`src/sv/kfe_pkg.sv`:
```
// Shared constants, types and pointer helpers for the key FIFO escape combiner.
package kfe_pkg;

    localparam int unsigned DEPTH = 16;
    localparam int unsigned PTR_W = (DEPTH > 1) ? $clog2(DEPTH) : 1;
    localparam int unsigned HELD_W = $clog2(DEPTH + 1);
    localparam int unsigned CODE_W = 24;
    localparam int unsigned CNT_W = 5;

    localparam logic [7:0] KEY_ESC = 8'h1B;
    localparam logic [7:0] KEY_BRACKET = 8'h5B;
    localparam logic [CODE_W-1:0] SEQ_PREFIX = 24'd1792768;
    localparam int unsigned SEQ_LEN = 3;

    typedef logic [PTR_W-1:0] ptr_t;
    typedef logic [HELD_W-1:0] held_t;

    typedef enum logic [1:0] {
        FUNC_PUSH = 2'd0,
        FUNC_POP  = 2'd1,
        FUNC_PEEK = 2'd2,
        FUNC_NOP  = 2'd3
    } func_t;

    // Outcome of looking at the head bytes of the FIFO.
    typedef struct packed {
        logic [CODE_W-1:0] code;
        logic              is_sequence;
        logic [7:0]        arrow_letter;
        logic              takes_three;
    } decode_t;

    function automatic ptr_t next_ptr(input ptr_t p);
        ptr_t r;
        if (p == PTR_W'(DEPTH - 1))
            r = '0;
        else
            r = p + PTR_W'(1);
        return r;
    endfunction

    function automatic held_t held_bytes(input ptr_t rd, input ptr_t wr, input logic full);
        held_t r;
        if (full)
            r = HELD_W'(DEPTH);
        else if (wr >= rd)
            r = HELD_W'(wr) - HELD_W'(rd);
        else
            r = HELD_W'(DEPTH) - (HELD_W'(rd) - HELD_W'(wr));
        return r;
    endfunction

endpackage

```
`src/sv/key_fifo_escape_combiner.sv`:
```
// Top level of the key FIFO escape combiner: byte store, pointers and result register.
//
// Usage. A command word (func, push_byte) is taken at a rising clock edge where
// start is high and busy is low. busy is never raised, so a command may be
// issued in every cycle. func selects push, pop, peek or no operation.
//
// Each command produces exactly one result word. It appears on code,
// code_valid, is_sequence, arrow_letter, fill_count and push_dropped in the
// cycle after the command was taken, marked by done for exactly one cycle.
// The receiver cannot stall; it must take the word while done is high.
//
// Throughput is one command per cycle. That rate is set by the single pass through
// the three read ports of the 16-entry byte store, the escape decode and the
// pointer update, all between the command edge and the result register.
//
// A pop on an ESC with at least three bytes held consumes three bytes; with
// '[' as the second byte the word carries the packed code and arrow letter.
// Reset clears both pointers, the full flag and done; the store keeps its
// contents, which are never read before being written.
module key_fifo_escape_combiner (
    input  logic                      clk,
    input  logic                      rst_n,
    input  logic                      start,
    output logic                      busy,
    input  logic [1:0]                func,
    input  logic [7:0]                push_byte,
    output logic                      done,
    output logic [kfe_pkg::CODE_W-1:0] code,
    output logic                      code_valid,
    output logic                      is_sequence,
    output logic [7:0]                arrow_letter,
    output logic [kfe_pkg::CNT_W-1:0] fill_count,
    output logic                      push_dropped
);
    import kfe_pkg::*;

    // Byte store, with no reset: only held entries are ever read.
    logic [7:0] store_mem [DEPTH];

    ptr_t  read_ptr_reg, read_ptr_next;
    ptr_t  write_ptr_reg, write_ptr_next;
    logic  full_reg, full_next;

    logic                done_reg;
    logic [CODE_W-1:0]   code_reg, code_next;
    logic                valid_reg, valid_next;
    logic                seq_reg, seq_next;
    logic [7:0]          letter_reg, letter_next;
    logic [CNT_W-1:0]    count_reg, count_next;
    logic                dropped_reg, dropped_next;

    func_t   op;
    logic    accept;
    logic    store_write;
    ptr_t    ptr1, ptr2, wr_inc;
    held_t   held_now;
    decode_t dec;

    assign busy = 1'b0;
    assign accept = start && !busy;
    assign op = func_t'(func);

    assign ptr1 = next_ptr(read_ptr_reg);
    assign ptr2 = next_ptr(ptr1);
    assign wr_inc = next_ptr(write_ptr_reg);
    assign held_now = held_bytes(read_ptr_reg, write_ptr_reg, full_reg);

    kfe_decode u_decode (
        .head_byte   (store_mem[read_ptr_reg]),
        .second_byte (store_mem[ptr1]),
        .third_byte  (store_mem[ptr2]),
        .three_held  (held_now >= HELD_W'(SEQ_LEN)),
        .dec         (dec)
    );

    // Command execution: next pointers and the result word.
    always_comb
    begin
        read_ptr_next = read_ptr_reg;
        write_ptr_next = write_ptr_reg;
        full_next = full_reg;
        store_write = 1'b0;
        code_next = '0;
        valid_next = 1'b0;
        seq_next = 1'b0;
        letter_next = '0;
        dropped_next = 1'b0;
        unique case (op)
            FUNC_PUSH:
            begin
                if (full_reg)
                    dropped_next = 1'b1;
                else
                begin
                    store_write = 1'b1;
                    write_ptr_next = wr_inc;
                    full_next = (wr_inc == read_ptr_reg);
                end
            end
            FUNC_POP, FUNC_PEEK:
            begin
                if (held_now != '0)
                begin
                    valid_next = 1'b1;
                    code_next = dec.code;
                    seq_next = dec.is_sequence;
                    letter_next = dec.arrow_letter;
                    if (op == FUNC_POP)
                    begin
                        read_ptr_next = dec.takes_three ? next_ptr(ptr2) : ptr1;
                        full_next = 1'b0;
                    end
                end
            end
            default:
            begin
            end
        endcase
        count_next = CNT_W'(held_bytes(read_ptr_next, write_ptr_next, full_next));
    end

    always_ff @(posedge clk)
    begin
        if (accept && store_write)
            store_mem[write_ptr_reg] <= push_byte;
    end

    always_ff @(posedge clk or negedge rst_n)
    begin
        if (!rst_n)
        begin
            read_ptr_reg <= '0;
            write_ptr_reg <= '0;
            full_reg <= 1'b0;
            done_reg <= 1'b0;
        end
        else
        begin
            done_reg <= accept;
            if (accept)
            begin
                read_ptr_reg <= read_ptr_next;
                write_ptr_reg <= write_ptr_next;
                full_reg <= full_next;
            end
        end
    end

    // Result payload needs no reset; done qualifies it.
    always_ff @(posedge clk)
    begin
        if (accept)
        begin
            code_reg <= code_next;
            valid_reg <= valid_next;
            seq_reg <= seq_next;
            letter_reg <= letter_next;
            count_reg <= count_next;
            dropped_reg <= dropped_next;
        end
    end

    assign done = done_reg;
    assign code = code_reg;
    assign code_valid = valid_reg;
    assign is_sequence = seq_reg;
    assign arrow_letter = letter_reg;
    assign fill_count = count_reg;
    assign push_dropped = dropped_reg;

endmodule

```
`src/sv/kfe_decode.sv`:
```
// Classifies the head bytes as a plain key, a lone ESC or a packed ESC '[' sequence.
module kfe_decode (
    input  logic [7:0]      head_byte,
    input  logic [7:0]      second_byte,
    input  logic [7:0]      third_byte,
    input  logic            three_held,
    output kfe_pkg::decode_t dec
);
    import kfe_pkg::*;

    always_comb
    begin
        dec.code = CODE_W'(head_byte);
        dec.is_sequence = 1'b0;
        dec.arrow_letter = '0;
        dec.takes_three = 1'b0;
        if (head_byte == KEY_ESC && three_held)
        begin
            dec.takes_three = 1'b1;
            if (second_byte == KEY_BRACKET)
            begin
                dec.code = SEQ_PREFIX | CODE_W'(third_byte);
                dec.is_sequence = 1'b1;
                dec.arrow_letter = third_byte;
            end
        end
    end

endmodule

```
`config.mk`:
```
export PLATFORM = sky130hd
export DESIGN_NAME = key_fifo_escape_combiner
export DESIGN_NICKNAME = d
export VERILOG_FILES = /design/src/sv/kfe_pkg.sv /design/src/sv/key_fifo_escape_combiner.sv /design/src/sv/kfe_decode.sv
export SDC_FILE = /design/constraint.sdc
export NUM_CORES = 1
export LEC_CHECK = 0
export ABC_AREA = 1
export BUFFER_PORTS_ARGS = -buffer_cell sky130_fd_sc_hd__buf_2
export CORE_MARGIN = 2
export CORE_UTILIZATION = 40
export CTS_CLUSTER_DIAMETER = 80
export DETAILED_ROUTE_END_ITERATION = 8
export HOLD_SLACK_MARGIN = 0.08
export PLACE_DENSITY = 0.6
export SLEW_MARGIN = 0
export SYNTH_ARGS = -nofsm -noshare
export SYNTH_HDL_FRONTEND = slang
export SYNTH_SLANG_ARGS = --single-unit
export TNS_END_PERCENT = 5
```
`constraint.sdc`:
```
create_clock -name clk -period 3.5 [get_ports clk]
set_input_delay 0.35 -clock clk [delete_from_list [all_inputs] [get_ports clk]]
set_output_delay 0.35 -clock clk [all_outputs]
set_load 0.02 [all_outputs]
```
Yosys cells after proc, flatten, opt, wreduce, memory -nomap -nowiden
Memory sizes are Yosys's and may differ from the RTL's.
Index checks and enable logic that the tools add are counted.
{"block": "word_totals", "n_memories": 1, "elab_cells": 67, "ram_bits": 128, "latchBits": 0, "in_bits": 13, "regBits": 47, "rom_bits": 0, "out_inout_bits": 42}
{"name": "store_mem", "words": 16, "word_bits": 8, "rd": 3, "rd_ports_with_merged_regs": 0, "write_ports": 1, "line_no": "key_fifo_escape_combiner.sv:38", "rtl": "logic [7:0] store_mem [DEPTH];"}
{"block": "op_classes", "div_mod_pow": 0, "shift": 0, "bitwise_logic": 0, "multipliers": 0, "n_mux": 25, "n_lt_le_gt_ge": 3, "n_addsub": 10, "eq_ne": 9, "reduce_logical": 8}
{"op": "$mux 4", "n": 10}
{"op": "$mux 30", "n": 1}
{"op": "$sub 4x4->5", "n": 4}
{"op": "$mux 18", "n": 1}
{"op": "$add 4x1->4 const B", "n": 4}
{"op": "$eq 4x4->1 const B", "n": 4}
{"op": "$mux 5", "n": 3}
{"op": "$sub 5x5->5 const A", "n": 2}
{"op": "$mux 1", "n": 9}
{"op": "$eq 8x5->1 const B", "n": 1}
{"op": "$eq 8x7->1 const B", "n": 1}
{"op": "$ge 4x4->1", "n": 2}
{"op": "$ge 5x2->1 const B", "n": 1}
{"op": "$reduce_bool 5->1", "n": 1}
{"op": "$eq 4x4->1", "n": 1}
{"op": "$reduce_and 4->1", "n": 1}
{"op": "$reduce_and 3->1", "n": 1}
{"op": "$eq 2x1->1 const B", "n": 1}
{"op": "$eq 2x2->1 const B", "n": 1}
{"op": "$logic_and 1x1->1", "n": 2}
{"op": "$logic_not 2->1", "n": 1}
{"op": "$pmux 1 s2", "n": 1}
{"op": "$reduce_and 2->1", "n": 1}
{"op": "$reduce_or 2->1", "n": 1}

Logic depth before layout (Yosys ltp)
{"block": "logic_depth", "ltp_word": 14, "ltp_mapped": 25}

Hierarchy
A second synthesis with hierarchy kept.
{"block": "hier_totals", "hier_cells": 1137, "area_unflattened_um2": 10267.3}
{"module": "key_fifo_escape_combiner", "n_inst": 1, "cells_per_inst": 1059, "area_each_um2": 9826.9, "seq_area_each_um2": 5295.1}
{"module": "kfe_decode", "n_inst": 1, "cells_per_inst": 78, "area_each_um2": 440.4, "seq_area_each_um2": 0.0}

Worst setup path before layout
OpenSTA, ideal clock, no wires.
{"block": "synth_path", "path_type": "reg-to-reg", "startpoint": "reg read_ptr_reg[2]", "endpoint": "reg count_reg[4], in the netlist fill_count[4], data pin", "path_slack_ns": 0.043, "path_buffers": 1, "setup_ns": 0.268, "stages_incl_launch_ff": 23, "t_arrival_ns": 3.189, "t_required_ns": 3.232, "period_less_slack_ns": 3.457, "cell_sequence": "dfrtp_1 inv_2 buf_1 ha_1 a21oi_1 nand2_1 nand2_1 nand2_1 nand2_1 nand3b_1 nand3_1 nand2_1 nor2_1 inv_1 nand2_1 nand2_1 ha_1 nand2_1 nor2_1 a211oi_1 nand2_1 o2111ai_1 nand2_1"}
{"block": "synth_between", "elab_chain_len": 14}
{"element": "start, declared", "line_no": "key_fifo_escape_combiner.sv:40", "rtl": "ptr_t read_ptr_reg, read_ptr_next;"}
{"element": "start signal, assigned", "line_no": "key_fifo_escape_combiner.sv:142", "rtl": "read_ptr_reg <= read_ptr_next;"}
{"element": "$sub 4x4->5", "line_no": "kfe_pkg.sv:49", "rtl": "r = HELD_W'(DEPTH) - (HELD_W'(rd) - HELD_W'(wr));"}
{"element": "$sub 5x5->5", "line_no": "kfe_pkg.sv:49"}
{"element": "$mux 5", "line_no": "kfe_pkg.sv:46", "rtl": "else if (wr >= rd)"}
{"element": "$mux 5", "line_no": "kfe_pkg.sv:44", "rtl": "if (full)"}
{"element": "$ge 5x2->1", "line_no": "key_fifo_escape_combiner.sv:72", "rtl": ".three_held (held_now >= HELD_W'(SEQ_LEN)),"}
{"element": "$logic_and 1x1->1", "line_no": "kfe_decode.sv:17", "rtl": "if (head_byte == KEY_ESC && three_held)"}
{"element": "$mux 18", "line_no": "kfe_decode.sv:17"}
{"element": "$mux 4", "line_no": "key_fifo_escape_combiner.sv:110", "rtl": "read_ptr_next = dec.takes_three ? next_ptr(ptr2) : ptr1;"}
{"element": "$mux 4", "line_no": "key_fifo_escape_combiner.sv:108", "rtl": "if (op == FUNC_POP)"}
{"element": "$mux 4", "line_no": "key_fifo_escape_combiner.sv:102", "rtl": "if (held_now != '0)"}
{"element": "$mux 4", "line_no": "key_fifo_escape_combiner.sv:88", "rtl": "unique case (op)"}
{"element": "$sub 4x4->5", "line_no": "kfe_pkg.sv:49"}
{"element": "$sub 5x5->5", "line_no": "kfe_pkg.sv:49"}
{"element": "$mux 5", "line_no": "kfe_pkg.sv:46"}
{"element": "end signal, assigned", "line_no": "key_fifo_escape_combiner.sv:158", "rtl": "count_reg <= count_next;"}
{"element": "end, declared", "line_no": "key_fifo_escape_combiner.sv:49", "rtl": "logic [CNT_W-1:0] count_reg, count_next;"}
Parallel ways exist; a longest one is shown, timed or not.
A chain may end at the register's enable or synchronous reset.

Final worst setup path
{"block": "layout_path", "startpoint": "reg write_ptr_reg[0]", "endpoint": "reg count_reg[4], in the netlist fill_count[4], data pin"}
{"block": "layout_between", "elab_chain_len": 14}
{"element": "start, declared", "line_no": "key_fifo_escape_combiner.sv:41", "rtl": "ptr_t write_ptr_reg, write_ptr_next;"}
{"element": "start signal, assigned", "line_no": "key_fifo_escape_combiner.sv:143", "rtl": "write_ptr_reg <= write_ptr_next;"}
{"element": "$sub 4x4->5", "line_no": "kfe_pkg.sv:49"}
{"element": "$sub 5x5->5", "line_no": "kfe_pkg.sv:49"}
{"element": "$mux 5 (*)", "line_no": "kfe_pkg.sv:46"}
{"element": "$mux 5 (*)", "line_no": "kfe_pkg.sv:44"}
{"element": "$ge 5x2->1", "line_no": "key_fifo_escape_combiner.sv:72"}
{"element": "$logic_and 1x1->1", "line_no": "kfe_decode.sv:17"}
{"element": "$mux 18", "line_no": "kfe_decode.sv:17"}
{"element": "$mux 4", "line_no": "key_fifo_escape_combiner.sv:110"}
{"element": "$mux 4", "line_no": "key_fifo_escape_combiner.sv:108"}
{"element": "$mux 4 (*)", "line_no": "key_fifo_escape_combiner.sv:102"}
{"element": "$mux 4 (*)", "line_no": "key_fifo_escape_combiner.sv:88"}
{"element": "via read_ptr_next[0]", "line_no": "key_fifo_escape_combiner.sv:40"}
{"element": "$sub 4x4->5", "line_no": "kfe_pkg.sv:49"}
{"element": "$sub 5x5->5", "line_no": "kfe_pkg.sv:49"}
{"element": "$mux 5 (*)", "line_no": "kfe_pkg.sv:46"}
Mark *: on every way through the listed nets, which the timed path passes. The rest lies on a longest branch.

==> flow_summary.yaml <==
setup_path:
  crit_start: "write_ptr_reg[0]"
  start_kind: "register"
  path_class: "register to register"
  critPathCapture: "fill_count[4]"
  reg2regPathDepth: 22
  ff2ff_setup_slack_ns: 0.28
  cp_max_fo: 5
  r2r-end: "fill_count[4]"
  cp-end-kind: "register"
  worstPathArrival_ns: 3.39
  required_ns: 3.67
  r2r_start: "write_ptr_reg[0]"
cts:
  clockBufferDepth: 2
  htreeDepth: 4
  root_buffer: "clkbuf_16"
  cts_buffers: 17
  clkTransAtPathRegs_ns: 0.06
  clock-sinks: 162
  insertion_delay_ns: 0.44
  cts_tree: "built"
outcome:
  status: "finished clean"
route:
  finalWirelength_mm: 29.7
  routedWlPerCell_um: 19.5
  routed-via-count: 8208
  drc: 0
  first_pass_iters: 5
  drt-initial-drc-count: 1007
  ant_nets: 0
  vias_per_cell: 5.38
floorplanning:
  start_util: 0.409
  die-height_um: 159
  dieArea_um2: 25200
  die_w_um: 159
  io_pins: 55
  fp-row-count: 56
  core_um2: 23500
placement:
  gp_congestion: 0.933
  dp_hpwl_mm: 21.1
  placedCellCount: 1494
  port_buffers: 46
job:
  cap_violations: 0
yosys:
  postSynth.asyncResetShare: 0.0617
  synthAdderAreaFrac: 0.0277
  syn_avg_cell_area_um2: 8.41
  synth_cell_type_count: 45
  synth_xor_area_frac: 0.00365
  synth_seq_area_share: 0.502
  dominantRegCellSynth: "edfxtp_1"
  synth_compound_area_frac: 0.0758
  synth_area_um2: 9590
  yosys.area_share.simple: 0.273
  synthMuxAreaShare: 0
  synth_top_family_by_area: "simple AND/OR/NAND/NOR gates"
  synth_seq_cells: 162
  syn_inst: 1141
  ys_warn_count: 0
  synth_edf_count: 152
sta:
  period_needed_ns: 3.22
  slew_viol_final: 0
  fmax_mhz: 311
  slew-limit-headroom: 0.430
  worst_pin_slew_ns: 0.852
  fin_worst_skew_ns: 0.0125
  fin_crit_sh: 0.920
  finalHoldViolCount: 0
  setup_viol: 0
  fin_tns_setup_ns: 0
  rsz0062_at_grt: "no"
finish:
  n_antenna_cell: 0
  layout.nets: 1229
  mostFrequentLayoutCell: "nand2_1"
  largest_reg_flops: 128
  final_cell_mix: "326 x nand2_1, 176 x inv_1, 152 x edfxtp_1"
  syn_to_final_growth_pct: 13.6
  fin_cells: 1527
  drive_above_1_share: 0.135
  num-fill-cells: 2308
global_routing:
  grtUsageTotal: 0.237
  grt_start_max_net_pins: 55
  first_global_vias: 7788
  grt-ovfl-total: 0
  antenna_found_initial: 0
  grt_pass1_wl_mm: 45.4
power_and_ir_drop:
  p_per_area_nw_per_um2: 799
  total_leakage_power_nw: 4.76
  worst_ir_drop_vdd_uv: 349
min_path:
  hold_path.class: "input port to async pin"
-- per-layer routing --
| layer | part of all wire | global-route usage |
|---|---|---|
| met4 | 0.020 | 0.0698 |
| met5 | 0 | 0 |
| met2 | 0.44 | 0.370 |
| met3 | 0.10 | 0.0509 |
| met1 | 0.44 | 0.331 |
-- cell families (layout without fill, tap and decap cells) --
family | count (synthesis) | count (layout)
AOI/OAI and AO/OA | 116 | 116
other | 1 | 8
xor gates and xnor gates | 4 | 4
and+or+nand+nor | 586 | 586
DFF | 162 | 162
adders and majority gates | 20 | 20
buffers and inverters | 252 | 312
-- how the worst min path moves through the flow --
stage	to	start	slack [ns]	cells after the start
floorplan	done	rst_n	0.05	0
global placement	done	rst_n	0.24	1
detailed placement	read_ptr_reg[3]	rst_n	0.24	1
CTS	full_reg	rst_n	0.33	2
global route	write_ptr_reg[1]	rst_n	0.35	2
finish	full_reg	rst_n	0.32	2
-- synth_stat cells, types with 2 or more instances --
cell        n  area, um2
nand2_1   327       1230
inv_1     178        668
edfxtp_1  152       4560
nand3_1   122        611
nand4_1    49        307
nor2_1     45        169
o21ai_0    35        175
o22ai_1    35        219
buf_2      28        140
buf_4      22        165
ha_1       18        225
a21oi_1    13       65.1
nor3_1     12       60.1
dfrtp_1    10        250
buf_6       8       90.1
inv_2       7       26.3
o211ai_2    7       87.6
o21ai_1     7       35.0
or2_2       7       43.8
nand3b_1    6       45.0
o211ai_1    5       37.5
nand2_2     4       25.0
nor4_1      4       25.0
a22oi_1     3       22.5
a31oi_1     3       18.8
buf_1       3       11.3
clkbuf_1    3       11.3
o41ai_1     3       26.3
xor2_1      3       26.3
clkinv_1    2       7.51
fa_1        2       40.0
nand2_4     2       22.5
nor2_2      2       12.5
nor2_4      2       22.5
or2_0       2       12.5
-- per-stage QoR --
step	utilization	setup WS [ns]	total power, mW	hold slack, ns	cell area [um2]
after global routing	0.464	0.00443	9.23	0.348	10900
after CTS	0.462	0.0974	8.56	0.330	10900
after detailed placement	0.436	0.112	6.62	0.244	10200
after floorplan	-	0.0433	5.18	0.0544	9620
final	0.464	0.280	8.70	0.322	10900
after global placement	0.436	0.165	6.62	0.244	10200
-- layout make-up --
cell class	instances	area [um2]	area share
inverter	188	708	0.0650
tap	319	399	0.0366
clock inverter	11	163	0.0149
clock buffer	20	437	0.0401
sequential	162	4820	0.442
multi-input combinational	734	3710	0.341
timing repair buffer	93	661	0.0606
-- report_power, final --
group | internal, mW | leakage (nW) | switching [mW]
logic | 1.41 | 2.95 | 2.99
clock network | 1.18 | 0.287 | 0.752
registers | 2.29 | 1.52 | 0.0843
total | 4.88 | 4.76 | 3.82
-- critical path, stage by stage, from the launching register on --
cell and delay [ns]:
dfrtp_1 0.40, inv_2 0.09, ha_1 0.14, inv_1 0.06, fa_2 0.34, a21o_1 0.20, nand2_1 0.05, nand3_1 0.07
nand3b_1 0.12, nand3_1 0.10, nand2_2 0.09, nor2_2 0.04, buf_4 0.14, nand2_1 0.05, o21ai_1 0.09, ha_2 0.22
fa_1 0.35, inv_1 0.07, nand2_1 0.06, inv_2 0.06, o21ai_0 0.07, o2111ai_1 0.08, nand2_1 0.07
-- timing repair --
action                                  in CTS  in global routing
buffers inserted                             0                  1
gates resized for setup                      0                 10
endpoints found under the setup margin       0                  2
hold buffers                                 1                  0
hold endpoints to repair                    10                  0
Note: power is estimated with default switching activity, not from simulation.
